### src/rtl/bli_pkg.sv
package bli_pkg;

  localparam int MAX_POINTS_DEF = 8;
  localparam int VALUE_BITS_DEF = 32;
  localparam int COUNT_BITS = 4;
  localparam int FUNC_BITS = 2;
  localparam int SLOT_BITS = 6;
  localparam int QUEUE_DEPTH = 2;

  localparam logic [FUNC_BITS-1:0] FUNC_ROW_WR = 2'd0;
  localparam logic [FUNC_BITS-1:0] FUNC_COL_WR = 2'd1;
  localparam logic [FUNC_BITS-1:0] FUNC_TAB_WR = 2'd2;
  localparam logic [FUNC_BITS-1:0] FUNC_QUERY = 2'd3;

  localparam logic CFG_ROW_COUNT = 1'b0;
  localparam logic CFG_COL_COUNT = 1'b1;

  typedef struct packed {
    logic [FUNC_BITS-1:0] func;
    logic [SLOT_BITS-1:0] slot;
  } cmd_t;

endpackage

### src/rtl/bli_front.sv
module bli_front #(
  parameter int VALUE_BITS = bli_pkg::VALUE_BITS_DEF
) (
  input  logic clk,
  input  logic rst,
  input  logic in_valid,
  output logic in_ready,
  input  bli_pkg::cmd_t in_cmd,
  input  logic [VALUE_BITS-1:0] in_wv,
  input  logic [VALUE_BITS-1:0] in_qx,
  input  logic [VALUE_BITS-1:0] in_qy,
  output logic q_valid,
  input  logic q_ready,
  output bli_pkg::cmd_t q_cmd,
  output logic [VALUE_BITS-1:0] q_wv,
  output logic [VALUE_BITS-1:0] q_qx,
  output logic [VALUE_BITS-1:0] q_qy
);
  localparam int PW = $bits(bli_pkg::cmd_t) + 3 * VALUE_BITS;
  logic [PW-1:0] fifo [bli_pkg::QUEUE_DEPTH];
  logic wp, rp;
  logic [1:0] cnt;
  logic push, pop;

  assign in_ready = (cnt != 2'(bli_pkg::QUEUE_DEPTH));
  assign q_valid = (cnt != 2'd0);
  assign push = in_valid && in_ready;
  assign pop = q_valid && q_ready;
  assign {q_cmd, q_wv, q_qx, q_qy} = fifo[rp];

  always_ff @(posedge clk) begin
    if (push) begin
      fifo[wp] <= {in_cmd, in_wv, in_qx, in_qy};
    end
    if (rst) begin
      wp <= 1'b0;
      rp <= 1'b0;
      cnt <= 2'd0;
    end else begin
      if (push) wp <= ~wp;
      if (pop) rp <= ~rp;
      cnt <= cnt + {1'b0, push} - {1'b0, pop};
    end
  end
endmodule

### config.mk
export PLATFORM = sky130hd
export DESIGN_NAME = bli_front
export DESIGN_NICKNAME = d
export VERILOG_FILES = /design/src/rtl/bli_pkg.sv /design/src/rtl/bli_front.sv
export SDC_FILE = /design/constraint.sdc
export NUM_CORES = 1
export LEC_CHECK = 0
export BUFFER_PORTS_ARGS = -buffer_cell sky130_fd_sc_hd__clkbuf_2
export CAP_MARGIN = 10
export CELL_PAD_IN_SITES_DETAIL_PLACEMENT = 2
export CELL_PAD_IN_SITES_GLOBAL_PLACEMENT = 2
export CORE_MARGIN = 3
export CORE_UTILIZATION = 35
export DETAILED_ROUTE_END_ITERATION = 12
export GPL_TIMING_DRIVEN = 0
export PLACE_DENSITY = 0.87
export SYNTH_ARGS = -nofsm -noshare
export SYNTH_HDL_FRONTEND = slang
export SYNTH_SLANG_ARGS = --single-unit
### constraint.sdc
create_clock -name clk -period 5.9 [get_ports clk]
set_clock_uncertainty 0.2 [all_clocks]
set_input_delay 0.59 -clock clk [delete_from_list [all_inputs] [get_ports clk]]
set_output_delay 0.59 -clock clk [all_outputs]
set_load 0.05 [all_outputs]
==> impl_metrics.yaml, run 1 <==
sta:
  max_freq_mhz: 373
  slew_viol_final: 0
  hold_slack_ns: 0.0636
  setup_viol: 0
  final-hold-violation-count: 0
  rsz0062_at_grt: "false"
  finalCritPeriodShare: 0.455
  slew_headroom: 0.350
  tightest_slew_ns: 0.975
  period_needed_ns: 2.68
  fin_tns_setup_ns: 0
route:
  drc: 0
  wl_met2_um: 9990
  vias: 4106
  drtIter0Drc: 134
  viasPerCell: 4.62
  routed.top_layer: "met5"
  wl_met1_um: 6860
  ant_nets: 0
  wl_met3_um: 1280
  routed_wl_um: 18500
  drt_first_pass_iters: 4
  routedWlPerCell_um: 20.8
clocking:
  clk_latency_ns: 0.51
  cts_made_buffers: 24
  postCtsSetupBuffers: 0
  ctsResizeCount: 0
  clock_path_buffers: 3
  cts_tree: "yes"
  numClockSinks: 213
  hold_buffers: 0
  clkSlewWorstSetupHoldPaths_ns: 0.06
  htreeDepth: 1
  cts-root-buf: "clkbuf_16"
grt:
  grt_first_pass_wirelength_um: 27700
  grtUsageTotal: 0.146
  grt_pass1_vias: 4720
  antenna_found_initial: 3
  grt_max_degree: 67
  grt-ovfl-total: 0
power:
  internal_power_uw: 3370
  vdd_drop_max_mv: 0.263
  switchingPower_uw: 1880
  pwr-share-seq: 0.373
  combPwrFrac: 0.345
  clockPowerShare: 0.282
  pwr_density_cell_mw_per_mm2: 510
  leakagePower_uw: 0.00402
  sw_frac_of_total: 0.358
place:
  place.gp.congestion: 0.751
  hpwl_um: 13400
  io_buffers: 213
  place_area_mm2: 0.00949
synthesis:
  synth-seq-cells: 213
  synth.net_count: 458
  synth_commonest_cells: "edfxtp_1, mux2_4, mux2_2, buf_6"
  synth_most_common_cell: "edfxtp_1"
  syn_area_per_cell_um2: 22.9
  yosys-top-cells-area: "edfxtp_1, mux2_4, mux2_2, dfxtp_1, buf_6"
  synth_top_cell_by_area: "edfxtp_1"
  synth_area_mm2: 0.00798
  yosysSeqAreaShare: 0.795
  ys_async_sr_fraction: 0
  yosysTopAreaCellShare: 0.782
  synth_cell_types: 18
  synth-edff-count: 208
  synthCells: 348
  ys_warn_count: 0
  ys.flop_type: "edfxtp_1"
floorplanning:
  die_height_um: 157
  initial_core_util: 0.361
  io_pins: 214
  coreArea_mm2: 0.0221
  die_width_um: 157
  rows: 54
  die-area_mm2: 0.0247
worst_setup_path:
  worst_setup_path_start_kind: "register"
  worstPathMaxFanout: 10
  end_kind: "output port"
  worstSetupPathType: "register to output port"
  arrival_ns: 1.89
  worstPathRequired_ns: 5.11
cells_and_area:
  design_area_mm2: 0.0103
  insertedDiodeCount: 0
  nets: 701
  drive_gt1_frac: 0.611
  area_delta_synth_final_pct: 28.9
outcome:
  status: "complete, no violations"
min_path:
  hold_path_class: "input pin to register"
flow_run:
  drv_cap: 0
-- layout make-up --
class	count	area, um^2
buffer	12	114
tap	280	350
fill	2037	11800
inverter	1	3.75
timing repair buffer	217	1150
clock buffer	37	711
sequential	213	6350
multi-input combinational	122	1530
clock inverter	7	86.3
-- state kept, by name, summed over array words and instances (netlist names), named ones only --
signal	count
cnt	2
fifo	208
rp	1
wp	1
-- power by group through the flow --
| stage | clock network [uW] | logic, uW | registers [uW] |
|---|---|---|---|
| after floorplan | 0 | 1410 | 1990 |
| after global placement | 0 | 1760 | 2000 |
| after detailed placement | 0 | 1840 | 1990 |
| after CTS | 1530 | 1850 | 1960 |
| after global routing | 1580 | 1900 | 1980 |
| final | 1480 | 1810 | 1960 |
-- per-stage QoR --
step            util  total power [uW]  setup WS [ns]  std cells
2_1_floorplan      -              3400           1.54        348
3_3_place_gp   0.426              3760          0.431        841
3_5_place_dp   0.430              3830           3.41        845
4_1_cts        0.466              5330           3.15        889
5_1_grt        0.466              5450           3.11        889
6_report       0.466              5240           3.22        889
-- logic make-up after synthesis --
family / share of synthesized area
fa+ha+maj: 0.00313
buf+inv: 0.0147
simple gates: 0.00674
mux: 0.176
xor+xnor: 0.00329
compound gates: 0.000941
flops: 0.795
-- per-layer routing --
| layer | GRT usage | vias to the layer above |
|---|---|---|
| met5 | 0 | - |
| met4 | 0.0355 | 6 |
| met3 | 0.0443 | 35 |
| met2 | 0.273 | 141 |
| met1 | 0.161 | 2057 |
| li1 | - | 1867 |
-- worst max-delay path, stage by stage, from the launching register on --
cell and delay [ns]:
dfxtp_1 0.32, buf_6 0.12, buf_8 0.16, buf_6 0.20, mux2_4 0.32, clkbuf_2 0.25
-- final timing paths --
kind	start	endpoint	slack (ns)	cells after the start
worst max-delay path	register	q_qx[14]	3.22	5
worst min-delay path	in_qy[16]	fifo[0][16]	0.06	1
worst max register to register	cnt[0]	fifo[1][54]	3.56	3
worst min register to register	rp	rp	0.33	2
-- cells in the final DEF (no fill, tap or decap), drive strengths merged --
master    instances
nor2b             2
clkinvlp          1
ha                2
xor2              1
edfxtp          208
nand2b            1
mux2            105
o21a              1
nand2             1
and3              1
xnor2             2
clkinv            4
or2               1
clkbuf          250
nor2              5
buf              16
bufinv            2
dfxtp             5
inv               1
(Power assumes the default switching activity.)
==> run 2, diff against run 1 <==
Clock period 5.9 ns to 2.2 ns, I/O delays scaled along.
==> run 2 against run 1 <==
  * The run now ends with setup timing left
  * Clock-buffer cell count down 6
  * Global-route usage up 4.7 points
  * Worst hold slack better by 0.18 ns
  * Clock power up 150%
  * Combinational power rose to 3.5 times the previous value
  * Largest power group is now combinational logic
  * Highest routed layer is now met4
==> impl_metrics.yaml, run 2 (synthesis results as in run 1) <==
clocking:
  clock_path_buffers: 3
  htreeDepth: 1
  clk_latency_ns: 0.51
  cts_tree: "yes"
  numClockSinks: 213
  clkSlewWorstSetupHoldPaths_ns: 0.06
  cts_made_buffers: 23
  cts-root-buf: "clkbuf_16"
cells_and_area:
  top_regs: "fifo: 208 flops, cnt: 2 flops"
  final_cell_mix: "edfxtp_1, clkbuf_2, dlygate4sd3_1"
  final_cells: 1002
  final_common_cell: "edfxtp_1"
  drive_gt1_frac: 0.524
  multi_input_area_mm2: 0.00156
  insertedDiodeCount: 0
  design_area_mm2: 0.0122
  area_delta_synth_final_pct: 52.4
  largest_reg_flops: 208
  nets: 815
  regArea_mm2: 0.00635
  regMostFlops: "fifo"
  fillers: 1844
route:
  ant_nets: 0
  drtIter0Drc: 231
  routedWlPerCell_um: 24.7
  drc: 0
  viasPerCell: 4.62
  routed_wl_um: 24800
  drt_first_pass_iters: 4
  vias: 4633
floorplanning:
  die-area_mm2: 0.0247
  io_pins: 214
  die_height_um: 157
  initial_core_util: 0.361
  rows: 54
  coreArea_mm2: 0.0221
  die_width_um: 157
worst_setup_path:
  arrival_ns: 1.80
  setup.worst_path.end: "q_wv[22]"
  worstPathRequired_ns: 1.78
  critical_path.top_delay_family: "buffers and inverters"
  crit_path_top_delay_cell: "dfxtp_2"
  rrSetupSlack_ns: 0.26
  path_cells: "buf_8 -> buf_12 -> buf_12 -> mux2_4 -> buf_8"
  reg2reg_from: "cnt[0]"
  worst_setup_path_start_kind: "register"
  ff2ff_path_depth: 3
  r2r_end: "fifo[1][66]"
  worstPathMaxFanout: 10
  cp.depth: 5
  crit_buf_inv: 4
  end_kind: "output port"
  slowest_delay_ns: 0.33
  worstSetupPathType: "register to output port"
power:
  vdd_drop_max_mv: 0.724
  pwr_density_cell_mw_per_mm2: 1250
  leakagePower_uw: 0.00471
sta:
  tightest_slew_ns: 0.692
  finalCritPeriodShare: 1.01
  rsz0062_at_grt: "true"
  slew_viol_final: 0
  final-hold-violation-count: 0
  slew_headroom: 0.539
  fin_tns_setup_ns: -0.180
  period_needed_ns: 2.22
  setup_viol: 25
  max_freq_mhz: 451
  worst_slack_ns: -0.0181
grt:
  grt-ovfl-total: 0
  grt_pass1_vias: 5507
  grtUsageTotal: 0.192
  antenna_found_initial: 0
  grt_first_pass_wirelength_um: 35500
  grt_max_degree: 53
place:
  hpwl_um: 13700
  place_area_mm2: 0.00952
  io_buffers: 213
  place_inst: 845
  place.gp.congestion: 0.733
outcome:
  violations: "setup timing"
  status: "finished with violations"
min_path:
  hold_path_class: "input pin to register"
flow_run:
  drv_cap: 0
-- run 2: changes by cell type in the layout (fill, tap and decap cells not counted), moves of 7 or more --
cell	change
buf_6	-7
dlygate4sd3_1	+107
buf_4	+8
clkbuf_4	+43
buf_8	+60
clkbuf_2	-103
-- run 2: routing by layer --
layer,vias to the layer above,track usage,part of all wire
li1,2097,-,-
met1,2343,0.203,0.35
met2,162,0.392,0.58
met3,31,0.0407,0.051
met4,0,0.0326,0.017
met5,-,0,0
-- run 2: stage by stage --
step | hold slack, ns | total power (uW) | setup WS (ns) | util
CTS | 0.211 | 14900 | -0.0832 | 0.542
global placement | 0.208 | 10100 | -1.27 | 0.427
global route | 0.238 | 15800 | -0.0779 | 0.551
finish | 0.245 | 15300 | -0.0181 | 0.551
detailed placement | 0.213 | 10300 | 0.0139 | 0.431
floorplan | 0.0842 | 9100 | -0.610 | -
-- run 2: timing repair --
action | in CTS | in global routing
gates resized for setup | 180 | 62
setup endpoints to repair | 147 | 134
cloned | 1 | 3
hold buffers | 107 | 0
pin swaps | 2 | 1
hold endpoints to repair | 213 | 0
buffers inserted | 0 | 4
-- run 2: worst min path at each step --
stage / cells after the start / startpoint / slack [ns] / to
6_report: 2 / in_qy[11] / 0.24 / fifo[1][11]
2_1_floorplan: 1 / rst / 0.08 / cnt[0]
5_1_grt: 2 / in_qy[14] / 0.24 / fifo[1][14]
3_3_place_gp: 1 / in_qx[4] / 0.21 / fifo[0][36]
4_1_cts: 2 / in_qx[5] / 0.21 / fifo[0][37]
3_5_place_dp: 1 / in_cmd[5] / 0.21 / fifo[1][101]
-- run 2: cell type report --
| class | count | area share |
|---|---|---|
| flip-flops and latches | 213 | 0.522 |
| repair buffers | 331 | 0.250 |
| multi-input cells | 123 | 0.128 |
| clock buffers | 31 | 0.0498 |
| well taps | 280 | 0.0288 |
| plain buffers | 12 | 0.0152 |
| clock inverters | 11 | 0.00679 |
| inverters | 1 | 0.000308 |
-- run 2: report_power, final --
part	internal, uW	total [uW]	switching, uW
logic	2600	6300	3690
registers	5100	5300	196
clock network	2050	3660	1610
total	9750	15300	5500
